File: src/hdl/ccq_pkg.sv
`timescale 1ns / 1ps
// ----------------------------------------------------------------------------
// ccq_pkg: shared types for the circle coverage query unit
// Request codes, result kinds, table entry layout and the scan token.
// ----------------------------------------------------------------------------
package ccq_pkg;

    // Request codes; code 3 is dropped by the decoder default arm.
    typedef enum logic [1:0] {
        ACT_LOAD    = 2'd0,
        ACT_QUERY   = 2'd1,
        ACT_LARGEST = 2'd2
    } t_action;

    // Result kinds.
    typedef enum logic [1:0] {
        KIND_HIT     = 2'd0,
        KIND_NONE    = 2'd1,
        KIND_LARGEST = 2'd2
    } t_kind;

    // Sequencer states.
    typedef enum logic [1:0] {
        ST_IDLE,
        ST_SCAN,
        ST_WAIT
    } t_state;

    // One table entry as stored in memory.
    typedef struct packed {
        logic signed [15:0] cx;
        logic signed [15:0] cy;
        logic [23:0]        rad;
        logic [15:0]        cap;
    } t_entry;

    // Token that walks the scan pipeline with each memory read.
    typedef struct packed {
        logic       vld;
        logic [2:0] idx;
        logic       fin;
        logic       skip;
    } t_token;

endpackage

File: src/hdl/ccq_table.sv
`timescale 1ns / 1ps
// ----------------------------------------------------------------------------
// ccq_table: circle table memory
// One write port, one read port with registered read data and read enable.
// ----------------------------------------------------------------------------
module ccq_table #(
    parameter int DEPTH = 8,
    parameter int AW    = 3
) (
    input  logic            i_clk,
    input  logic            i_we,
    input  logic [AW-1:0]   i_waddr,
    input  ccq_pkg::t_entry i_wdata,
    input  logic            i_re,
    input  logic [AW-1:0]   i_raddr,
    output ccq_pkg::t_entry o_rdata
);
    import ccq_pkg::*;

    t_entry r_mem [DEPTH];
    t_entry r_rdata;

    always_ff @(posedge i_clk) begin
        if (i_we) begin
            r_mem[i_waddr] <= i_wdata;
        end
    end

    // Hold read data while the pipeline is stalled.
    always_ff @(posedge i_clk) begin
        if (i_re) begin
            r_rdata <= r_mem[i_raddr];
        end
    end

    assign o_rdata = r_rdata;

endmodule

File: src/hdl/ccq_scan.sv
`timescale 1ns / 1ps
// ----------------------------------------------------------------------------
// ccq_scan: distance test, largest search and result output
// Three pipeline stages behind the memory read, a held entry that delays
// each hit by one so the final one can carry last, and the output register.
// ----------------------------------------------------------------------------
module ccq_scan (
    input  logic               i_clk,
    input  logic               i_rst_n,
    input  ccq_pkg::t_token    i_token,
    input  ccq_pkg::t_entry    i_rdata,
    input  logic signed [15:0] i_px,
    input  logic signed [15:0] i_py,
    input  logic               i_query,
    output logic               o_adv,
    output logic               o_done,
    output logic               o_out_valid,
    input  logic               i_out_stall,
    output ccq_pkg::t_kind     o_kind,
    output logic [2:0]         o_index,
    output logic signed [15:0] o_center_x,
    output logic signed [15:0] o_center_y,
    output logic [23:0]        o_radius_out,
    output logic [15:0]        o_capacity_out,
    output logic               o_last
);
    import ccq_pkg::*;

    t_token r_t1, r_t2, r_t3;
    t_entry r_e2, r_e3;
    logic [15:0] r_ax, r_ay;
    logic [31:0] r_sqx, r_sqy;
    logic [47:0] r_sqr;

    t_entry r_held;
    logic [2:0] r_held_idx;
    logic r_held_vld, n_held_vld;
    logic r_flush, n_flush;
    logic r_out_vld, n_out_vld;

    logic signed [16:0] dx, dy;
    logic [15:0] ax, ay;
    logic [32:0] dsum;
    logic hit, out_free, push_hit, take, better;

    // Stage 1 -> 2: absolute distances.
    assign dx = {i_px[15], i_px} - {i_rdata.cx[15], i_rdata.cx};
    assign dy = {i_py[15], i_py} - {i_rdata.cy[15], i_rdata.cy};
    assign ax = dx[16] ? 16'(-dx) : dx[15:0];
    assign ay = dy[16] ? 16'(-dy) : dy[15:0];

    // Stage 3: exact disk test and largest compare.
    assign dsum     = 33'(r_sqx) + 33'(r_sqy);
    assign hit      = r_t3.vld && !r_t3.skip && ({dsum, 16'h0} <= {1'b0, r_sqr});
    assign better   = (r_t3.idx == 3'd0) || (r_e3.rad > r_held.rad);
    assign out_free = !r_out_vld || !i_out_stall;
    assign push_hit = i_query && hit && r_held_vld;
    assign o_adv    = !(push_hit && !out_free);
    assign take     = o_adv && r_t3.vld && (i_query ? hit : better);
    assign o_done   = r_flush && out_free;

    always_ff @(posedge i_clk) begin
        if (!i_rst_n) begin
            r_t1 <= '0;
            r_t2 <= '0;
            r_t3 <= '0;
        end else if (o_adv) begin
            r_t1 <= i_token;
            r_t2 <= r_t1;
            r_t3 <= r_t2;
        end
    end

    always_ff @(posedge i_clk) begin
        if (o_adv) begin
            r_e2  <= i_rdata;
            r_ax  <= ax;
            r_ay  <= ay;
            r_e3  <= r_e2;
            r_sqx <= r_ax * r_ax;
            r_sqy <= r_ay * r_ay;
            r_sqr <= r_e2.rad * r_e2.rad;
        end
    end

    always_comb begin
        n_held_vld = r_held_vld;
        n_flush    = r_flush;
        n_out_vld  = r_out_vld && i_out_stall;
        if (take) begin
            n_held_vld = 1'b1;
        end
        if (o_adv && r_t3.vld && r_t3.fin) begin
            n_flush = 1'b1;
        end
        if (o_adv && push_hit) begin
            n_out_vld = 1'b1;
        end
        if (o_done) begin
            n_flush    = 1'b0;
            n_held_vld = 1'b0;
            n_out_vld  = 1'b1;
        end
    end

    always_ff @(posedge i_clk) begin
        if (!i_rst_n) begin
            r_held_vld <= 1'b0;
            r_flush    <= 1'b0;
            r_out_vld  <= 1'b0;
        end else begin
            r_held_vld <= n_held_vld;
            r_flush    <= n_flush;
            r_out_vld  <= n_out_vld;
        end
    end

    // Held entry: latest hit for a query, best so far for a largest search.
    always_ff @(posedge i_clk) begin
        if (take) begin
            r_held     <= r_e3;
            r_held_idx <= r_t3.idx;
        end
    end

    // Output payload.
    always_ff @(posedge i_clk) begin
        if (o_adv && push_hit) begin
            o_kind         <= KIND_HIT;
            o_index        <= r_held_idx;
            o_center_x     <= r_held.cx;
            o_center_y     <= r_held.cy;
            o_radius_out   <= r_held.rad;
            o_capacity_out <= r_held.cap;
            o_last         <= 1'b0;
        end else if (o_done) begin
            o_last <= 1'b1;
            if (i_query && !r_held_vld) begin
                o_kind         <= KIND_NONE;
                o_index        <= '0;
                o_center_x     <= '0;
                o_center_y     <= '0;
                o_radius_out   <= '0;
                o_capacity_out <= '0;
            end else begin
                o_kind         <= i_query ? KIND_HIT : KIND_LARGEST;
                o_index        <= r_held_idx;
                o_center_x     <= r_held.cx;
                o_center_y     <= r_held.cy;
                o_radius_out   <= r_held.rad;
                o_capacity_out <= r_held.cap;
            end
        end
    end

    assign o_out_valid = r_out_vld;

endmodule

File: src/hdl/circle_coverage_query_unit.sv
`timescale 1ns / 1ps
// ----------------------------------------------------------------------------
// circle_coverage_query_unit: point-in-circle queries over a circle table
// Loads circles into a small memory, answers coverage and largest-radius
// requests by scanning the table one entry per cycle while the scan advances.
// ----------------------------------------------------------------------------
// Usage:
//   Request channel (i_in_valid / o_in_stall): one request per handshake.
//   A load writes one table entry in the accept cycle and gives no result;
//   code 3 is dropped. A query returns one result per covering circle, in
//   table order, or one "none" result; a largest request returns one result.
//   o_last marks the final result of each request.
//   Result channel (o_out_valid / i_out_stall): results sit in an output
//   register and hold while i_out_stall is high; the scan pipeline freezes
//   only when a hit must be pushed while that register is still full.
//   Sequence: a request scanning N entries (N at least 1) issues N reads, then
//   two pipeline stages, the flush register and the output load; the last
//   result waits out any output stall, and the next request is taken once
//   the sequencer is back in idle. Loads leave the sequencer idle, so they
//   do not stall the request channel.
//   o_in_stall is high from the accept of a query or largest request until
//   its last result has entered the output register.
//   Config (i_cfg_valid / o_cfg_ready): writes circles_in_use; write it only
//   while the block is idle.
//   Reset clears control state and circles_in_use; table contents are
//   undefined until loaded, and no clearing pass runs.
// ----------------------------------------------------------------------------
module circle_coverage_query_unit #(
    parameter int MAX_CIRCLES = 8
) (
    input  logic               i_clk,
    input  logic               i_rst_n,
    // request channel
    input  logic               i_in_valid,
    output logic               o_in_stall,
    input  logic [1:0]         i_action,
    input  logic [2:0]         i_slot,
    input  logic signed [15:0] i_pos_x,
    input  logic signed [15:0] i_pos_y,
    input  logic [23:0]        i_radius,
    input  logic [15:0]        i_capacity,
    // result channel
    output logic               o_out_valid,
    input  logic               i_out_stall,
    output ccq_pkg::t_kind     o_kind,
    output logic [2:0]         o_index,
    output logic signed [15:0] o_center_x,
    output logic signed [15:0] o_center_y,
    output logic [23:0]        o_radius_out,
    output logic [15:0]        o_capacity_out,
    output logic               o_last,
    // configuration write channel
    input  logic               i_cfg_valid,
    output logic               o_cfg_ready,
    input  logic [3:0]         i_cfg_data
);
    import ccq_pkg::*;

    localparam int AW    = (MAX_CIRCLES > 1) ? $clog2(MAX_CIRCLES) : 1;
    localparam int LIMIT = (MAX_CIRCLES < 8) ? MAX_CIRCLES : 8;

    t_state r_state, n_state;
    logic [3:0] r_circles;
    logic [2:0] r_idx, n_idx;
    logic [2:0] r_end, n_end;
    logic r_skip, n_skip;
    logic r_query, n_query;
    logic signed [15:0] r_px, r_py;

    logic in_acc, load_we, adv, done;
    logic [3:0] exam;
    t_token token;
    t_entry wdata, rdata;

    assign o_in_stall  = (r_state != ST_IDLE);
    assign o_cfg_ready = 1'b1;
    assign in_acc      = i_in_valid && !o_in_stall;

    // Entries examined: saturate the register to the table size and to eight.
    assign exam = (r_circles > 4'(LIMIT)) ? 4'(LIMIT) : r_circles;

    // Drop loads aimed past the end of the table.
    assign load_we = in_acc && (i_action == ACT_LOAD) && (32'(i_slot) < MAX_CIRCLES);
    assign wdata   = '{cx: i_pos_x, cy: i_pos_y, rad: i_radius, cap: i_capacity};

    // Issue one read per cycle while scanning and the scan pipeline advances.
    always_comb begin
        token.vld  = (r_state == ST_SCAN);
        token.idx  = r_idx;
        token.fin  = (r_idx == r_end);
        token.skip = r_skip;
    end

    always_ff @(posedge i_clk) begin
        if (!i_rst_n) begin
            r_circles <= '0;
        end else if (i_cfg_valid && o_cfg_ready) begin
            r_circles <= i_cfg_data;
        end
    end

    always_ff @(posedge i_clk) begin
        if (!i_rst_n) begin
            r_state <= ST_IDLE;
            r_idx   <= '0;
            r_end   <= '0;
            r_skip  <= 1'b0;
            r_query <= 1'b0;
        end else begin
            r_state <= n_state;
            r_idx   <= n_idx;
            r_end   <= n_end;
            r_skip  <= n_skip;
            r_query <= n_query;
        end
    end

    // Latch the point with the request.
    always_ff @(posedge i_clk) begin
        if (in_acc) begin
            r_px <= i_pos_x;
            r_py <= i_pos_y;
        end
    end

    always_comb begin
        n_state = r_state;
        n_idx   = r_idx;
        n_end   = r_end;
        n_skip  = r_skip;
        n_query = r_query;
        case (r_state)
            ST_IDLE: begin
                if (in_acc) begin
                    n_idx = '0;
                    case (i_action)
                        ACT_QUERY: begin
                            // An empty table still walks one token to emit "none".
                            n_state = ST_SCAN;
                            n_query = 1'b1;
                            n_skip  = (exam == 4'd0);
                            n_end   = (exam == 4'd0) ? 3'd0 : 3'(exam - 4'd1);
                        end
                        ACT_LARGEST: begin
                            // Entry 0 is always examined as the starting best.
                            n_state = ST_SCAN;
                            n_query = 1'b0;
                            n_skip  = 1'b0;
                            n_end   = (exam == 4'd0) ? 3'd0 : 3'(exam - 4'd1);
                        end
                        default: begin
                            n_state = ST_IDLE;
                        end
                    endcase
                end
            end
            ST_SCAN: begin
                if (adv) begin
                    n_idx = r_idx + 3'd1;
                    if (token.fin) begin
                        n_state = ST_WAIT;
                    end
                end
            end
            ST_WAIT: begin
                if (done) begin
                    n_state = ST_IDLE;
                end
            end
            default: begin
                n_state = ST_IDLE;
            end
        endcase
    end

    ccq_table #(
        .DEPTH (MAX_CIRCLES),
        .AW    (AW)
    ) u_table (
        .i_clk   (i_clk),
        .i_we    (load_we),
        .i_waddr (AW'(i_slot)),
        .i_wdata (wdata),
        .i_re    (adv),
        .i_raddr (AW'(r_idx)),
        .o_rdata (rdata)
    );

    ccq_scan u_scan (
        .i_clk          (i_clk),
        .i_rst_n        (i_rst_n),
        .i_token        (token),
        .i_rdata        (rdata),
        .i_px           (r_px),
        .i_py           (r_py),
        .i_query        (r_query),
        .o_adv          (adv),
        .o_done         (done),
        .o_out_valid    (o_out_valid),
        .i_out_stall    (i_out_stall),
        .o_kind         (o_kind),
        .o_index        (o_index),
        .o_center_x     (o_center_x),
        .o_center_y     (o_center_y),
        .o_radius_out   (o_radius_out),
        .o_capacity_out (o_capacity_out),
        .o_last         (o_last)
    );

endmodule

File: config.mk
export PLATFORM = sky130hd
export DESIGN_NAME = circle_coverage_query_unit
export DESIGN_NICKNAME = d
export VERILOG_FILES = /design/src/hdl/ccq_pkg.sv /design/src/hdl/ccq_table.sv /design/src/hdl/ccq_scan.sv /design/src/hdl/circle_coverage_query_unit.sv
export SDC_FILE = /design/constraint.sdc
export NUM_CORES = 2
export LEC_CHECK = 0
export ABC_AREA = 0
export BUFFER_PORTS_ARGS = -buffer_cell sky130_fd_sc_hd__buf_4
export CORE_MARGIN = 5
export CORE_UTILIZATION = 40
export DETAILED_ROUTE_END_ITERATION = 7
export GPL_TIMING_DRIVEN = 0
export SYNTH_ARGS = -nofsm -noshare
export SYNTH_HDL_FRONTEND = slang
export SYNTH_SLANG_ARGS = --single-unit
File: constraint.sdc
create_clock -name i_clk -period 7.98 [get_ports i_clk]
set_clock_uncertainty 0.05 [all_clocks]
set_input_delay 1.197 -clock i_clk [delete_from_list [all_inputs] [get_ports i_clk]]
set_output_delay 1.197 -clock i_clk [all_outputs]
set_load 0.02 [all_outputs]
# Yosys cells after proc, flatten, opt, wreduce, memory -nomap -nowiden
# Memories as Yosys holds them, arrays and structs flattened. A register that Yosys moved wholly into a read port is not among the register bits.
# Cells that the tools add are included.
[classes] n_addsub=7 n_mul=3 n_lt_le_gt_ge=3 eq_ne=9 n_mux=37 n_bitwise=1 n_reduce_logical=38
[ops] operator="16-bit 2-to-1 mux" n=11
[ops] operator="24-bit 2-to-1 mux" n=3
[ops] operator="16-bit by 16-bit multiplier with 32-bit output" n=2
[ops] operator="49-bit by 48-bit less-or-equal comparator with 1-bit output" n=1
[ops] operator="24-bit by 24-bit multiplier with 48-bit output" n=1
[ops] operator="16-bit by 16-bit subtractor with 17-bit output" n=2
[ops] operator="32-bit by 32-bit adder with 33-bit output" n=1
[ops] operator="16-bit negation" n=2
[ops] operator="24-bit greater-than comparator" n=1
[ops] operator="3-bit 2-to-1 mux" n=6
[ops] operator="1-bit logical AND" n=14
[ops] operator="2-bit 2-to-1 mux" n=6
[ops] operator="3-bit AND reduction" n=3
[ops] operator="1-bit zero test" n=8
[ops] operator="2-bit != test (second input constant)" n=4
[ops] operator="2-bit nonzero test" n=4
[ops] operator="1-bit 2-to-1 mux" n=6
[ops] operator="2-bit case mux with 3 select lines" n=1
[ops] operator="3-bit case mux with 2 select lines" n=1
[ops] operator="2-bit by 1-bit equality test with 1-bit output (second input constant)" n=2
[ops] operator="2-bit equality test (second input constant)" n=2
[ops] operator="4-bit greater-than comparator (second input constant)" n=1
[ops] operator="2-bit zero test" n=2
[ops] operator="4-bit zero test" n=1
[ops] operator="other kinds (10)" n=13
[totals] reg_bits=508 ramBits=576 out_inout_bits=81 wordCells=147 memories=1
[memory_table] memory="u_table.r_mem" words=8 word_bits=72 rd=1 rd_clocked_by_memory_dff=1 wr=1 line="ccq_table.sv:20" rtl="t_entry r_mem [DEPTH];"

# Longest topological paths before layout
[logic_depth] word_depth=10 mapped_depth=29

# Modules after synthesis
# Synthesis repeated with hierarchy kept, for this count alone.
[hier_totals] hier_cells=5676 area_unflattened_um2=75248.4
[modules_own_cells] mod="ccq_scan" instances=1 cells_per_inst=4650 area_each_um2=49497.5 seq_area_each_um2=13513.0
[modules_own_cells] mod="ccq_table" instances=1 cells_per_inst=917 area_each_um2=24089.4 seq_area_each_um2=19458.7
[modules_own_cells] mod="circle_coverage_query_unit" instances=1 cells_per_inst=109 area_each_um2=1661.6 seq_area_each_um2=1241.2

# Worst setup path before layout
# OpenSTA, ideal clock, no wires.
[synth_path] kind="register -> register" from="register u_scan.r_sqy[3]" to="register u_scan.r_held[0] (netlist name) (enable)" arrival_time_ns=7.841 required_ns=7.488 slack_ns=-0.353 stages_incl_launch_ff=22 period_less_slack_ns=8.333 cell_sequence="edfxtp_1 -> ha_1 -> a211oi_2 -> o21ai_1 -> a21o_2 -> a21oi_2 -> a21oi_2 -> o221ai_2 -> o21ai_2 -> a21o_1 -> a21o_1 -> a21o_1 -> xor2_1 -> ha_1 -> nand3_1 -> or4_1 -> o211ai_1 -> a2111o_1 -> nor3_4 -> o31ai_4 -> buf_6 -> and3_1"
[synth_via] elab_chain_cells=9 elab_cells_between_ends=10 cone_classes="1 x add/sub; 1 x order compare; 1 x mux; 7 x reduce/logical"
[synth_rtl] element="start: declaration" line="ccq_scan.sv:32" rtl="logic [31:0] r_sqx, r_sqy;"
[synth_rtl] element="start signal: assignment" line="ccq_scan.sv:81" rtl="r_sqy <= r_ay * r_ay;"
[synth_rtl] element="32-bit by 32-bit adder with 33-bit output (*)" line="ccq_scan.sv:53" rtl="assign dsum = 33'(r_sqx) + 33'(r_sqy);"
[synth_rtl] element="49-bit by 48-bit less-or-equal comparator with 1-bit output (*)" line="ccq_scan.sv:54" rtl="assign hit = r_t3.vld && !r_t3.skip && ({dsum, 16'h0} <= {1'b0, r_sqr});"
[synth_rtl] element="1-bit logical AND (*)" line="ccq_scan.sv:54"
[synth_rtl] element="1-bit logical AND (2 in a row)" line="ccq_scan.sv:57" rtl="assign push_hit = i_query && hit && r_held_vld;"
[synth_rtl] element="1-bit logical AND" line="ccq_scan.sv:58" rtl="assign o_adv = !(push_hit && !out_free);"
[synth_rtl] element="1-bit zero test" line="ccq_scan.sv:58"
[synth_rtl] element="1-bit logical AND" line="ccq_scan.sv:59" rtl="assign take = o_adv && r_t3.vld && (i_query ? hit : better);"
[synth_rtl] element="1-bit logical AND (*)" line="ccq_scan.sv:59"
[synth_rtl] element="via u_scan.take" line="ccq_scan.sv:44" rtl="logic hit, out_free, push_hit, take, better;"
[synth_rtl] element="end signal: assignment" line="ccq_scan.sv:121" rtl="r_held <= r_e3;"
[synth_rtl] element="end: declaration" line="ccq_scan.sv:35" rtl="t_entry r_held;"
# Mark *: on every way through the listed nets, which the timed path passes. The rest lies on a longest branch.
# A chain may end at the register's enable or synchronous reset.

# Worst setup path in the final report
[layout_path] from="register u_scan.r_e2[32] (netlist name)" to="register u_scan.r_sqr[46], data pin"
[layout_via] elab_chain_cells=1
[layout_rtl] element="start: declaration" line="ccq_scan.sv:30" rtl="t_entry r_e2, r_e3;"
[layout_rtl] element="start signal: assignment" line="ccq_scan.sv:76" rtl="r_e2 <= i_rdata;"
[layout_rtl] element="24-bit by 24-bit multiplier with 48-bit output" line="ccq_scan.sv:82" rtl="r_sqr <= r_e2.rad * r_e2.rad;"
[layout_rtl] element="end signal: assignment" line="ccq_scan.sv:82"
[layout_rtl] element="end: declaration" line="ccq_scan.sv:33" rtl="logic [47:0] r_sqr;"
# Every way passes these cells.

==> results.txt <==
Status: finished clean
Gr usage total: 18.0%
Final Hold Fails: 0
Reg-to-Reg Start: u_scan.r_e2[32]
FF-to-FF path depth: 27
Total of max-cap violations: 0
Hold path depth: 0
Hold Path Class: flop to flop
Chip Height: 443 um
Core area: 0.187 mm2
Final Setup Violations: 0
Aggregate global routing overflow: 0
Critical path required time: 8420 ps
Critical path's largest stage delay: 550 ps
Post-layout minimum cycle time: 7740 ps
Number of global-route vias before repair: 47100
Input/output buffers: 164
CP top delay family: adder cells
#FFs+latches synth: 1152
CTS clk-pin slew, worst paths: 60 ps
Post-synth EDFFs: 1114
Worst Path Buf+Inv: 7
Initial DRT Pass Iterations: 7
Largest cells by area after synthesis: edfxtp_1 (45%), fa_1 (20%), ha_1 (8.3%), inv_1 (6.0%), mux4_2 (4.3%)
CTS tree: built
Synth-to-Final Area Change: 12.9%
Sequential Area: 0.0342 mm2
Worst slew pin tran: 1190 ps
Routed WL: 173 mm
Initial DRC count: 2521
Max Clock Freq: 129 MHz
Fill cells: 16800
Routability Congestion: 0.887
Multi-input logic area: 0.0358 mm2
FFs w/ async S/R, synth: 0%
Post-Synthesis Cells: 5692
Hold path start: u_scan.r_e2[69]
Yosys Warn Count: 0
Dominant synthesized flop cell: edfxtp_1
CP dominant cell by count: fa_1
CP startpoint kind: flop
First-pass GRT wire length: 273 mm
Initial antenna violation count: 15
Avg Cell Area, Syn: 13.2 um2
Area leader, netlist: edfxtp_1
Critical path startpoint: u_scan.r_e2[32]
Seq/Total Area, Yosys: 45.6%
I/O pin cnt: 167
Util after Layout: 45.2%
H-tree depth: 3
Crit. End Element: flop
CTS Hold Bufs: 0
CP Max Fanout: 10
Crit. path cell count: 27
CTS buffer count: 116
Largest net degree at the start of global routing: 104
Count leader, synth: inv_1
Kind of critical path: flop to flop
Residual DRC count: 0
RSZ-0062 raised after global routing: yes
Netlist Area Pre-Place: 0.0750 mm2
Synth Net Count: 7029
Share of cells above drive strength 1: 12.2%
Critical-path top delay cell: fa_1
Worst skew pair latency: 750 ps
Layout net count: 7379
Max-Slew Margin vs Limit: 20.4%
Initial Utilization: 40.0%
Via density: 4.96
Synth top cells by count: inv_1 (1201), edfxtp_1 (1114), fa_1 (752)
Slew Viols, Final: 0
WP data arrival: 8180 ps
Proportion of netlist area held by the largest area contributor: 44.6%
Hpwl dp: 131 mm
Clock buffer depth: 3
Post-synthesis cell type count: 97
Die Wd: 443 um
Vias post-DR: 42800
Fin crit share: 97.0%
Remaining antenna violation count: 0
DIE AREA: 0.196 mm2
Clock root buffer: clkbuf_16
Wire length per cell: 20.0 um
Clock Sinks: 1152
# rows: 159
-- kinds of logic after synthesis --
group                    Yosys count  synth area share (%)
other                              1               0.00500
adder cells (fa/ha/maj)         1251                  28.4
AND/OR/NAND/NOR                 1059                  7.21
buffers and inverters           1349                  6.79
multiplexers                     243                  5.78
flip-flops                      1152                  45.6
AO/OA/AOI/OAI                    450                  3.98
XOR/XNOR                         187                  2.19
-- layout make-up --
| cell class | count | area share, % |
|---|---|---|
| sequential | 1152 | 40.4 |
| timing repair buffer | 234 | 2.82 |
| multi-input combinational | 3191 | 42.3 |
| clock inverter | 67 | 0.921 |
| clock buffer | 146 | 3.62 |
| antenna | 7 | 0.0207 |
| tap | 2495 | 3.69 |
| inverter | 1202 | 5.33 |
| buffer | 145 | 0.838 |
-- metrics by stage --
stage                     cell area (um2)  setup WS (ps)  hold WS [ps]  setup TNS (ps)  std cells
after floorplan                     75000            391           350               0       5692
after global placement              79300          -3270           351        -1902160       8351
after detailed placement            80300          -1010           355          -12710       8387
after CTS                           84500           4.45           361               0       8626
after global routing                84600          -29.6           370           -65.4       8634
final                               84600            241           363               0       8639
-- worst register-to-register path: stages, from the launching register on --
cell,delay [ps]
edfxtp_1,430
buf_8,200
clkbuf_8,230
nand2_1,100
fa_1,540
inv_1,100
fa_1,550
inv_1,60
fa_1,500
fa_1,520
inv_1,60
fa_1,490
fa_1,490
inv_1,50
fa_1,520
inv_1,60
ha_1,360
and3_1,250
a221o_1,380
a21oi_2,190
nand2_1,110
o211a_1,270
o2111ai_4,260
a31oi_2,160
nand2_1,140
o21ai_2,110
a31oi_1,250
xnor2_1,90
-- path summary, 6_finish.rpt --
kind / end / slack (ps)
worst max-delay path: u_scan.r_sqr[46] / 240
worst min-delay path: u_scan.r_e3[69] / 360
worst max register to register: u_scan.r_sqr[46] / 240
worst min register to register: u_scan.r_e3[69] / 360
-- cell usage in the layout, fill, tap and decap left out, types with 13 or more instances in the layout --
cell	instances
inv_1	1200
edfxtp_1	1114
fa_1	752
ha_1	498
nand2_1	322
and2_1	299
buf_4	198
nor2_1	172
mux4_2	144
a21oi_1	130
xnor2_1	123
clkbuf_16	118
clkbuf_1	101
mux2_2	77
o21ai_0	65
a21o_1	65
xor2_1	63
nor2b_1	53
dfxtp_1	38
nand3_1	35
nand2b_1	32
nor3_1	31
clkinv_1	24
mux2i_1	22
nand4_1	20
o21a_1	20
and3_1	20
clkbuf_2	19
o21ai_1	19
buf_16	19
buf_12	19
clkbuf_4	18
o21bai_1	18
buf_1	18
clkinv_2	16
or2_2	15
a31oi_1	14
bufinv_16	13
-- layer usage --
metal  global-route usage [%]  wire length [um]  vias to the layer above
li1                         -                 -                    19600
met1                     23.4             72700                    22100
met2                     31.2             86700                      880
met3                     2.78              8690                      235
met4                     5.32              5030                        6
met5                        0                42                        -
-- sequential cells by signal (all words and copies together), names as in the netlist, 24 cells and up --
signal	flops
u_scan.r_held	72
u_scan.r_sqr	47
u_scan.r_sqx	31
u_table.r_mem	576
u_scan.r_sqy	31
u_scan.r_e3	71
u_scan.o_radius_out	24
u_table.o_rdata	72
u_scan.r_e2	72
-- repair_timing --
| item | CTS | global route |
|---|---|---|
| resized for setup | 55 | 54 |
| gates cloned | 0 | 0 |
| setup buffers | 28 | 6 |
| setup endpoints to repair | 22 | 13 |
| pin swaps | 0 | 2 |
Power is not shown: default switching activity piles up to over one toggle a cycle in this logic, so the estimate is an artifact.
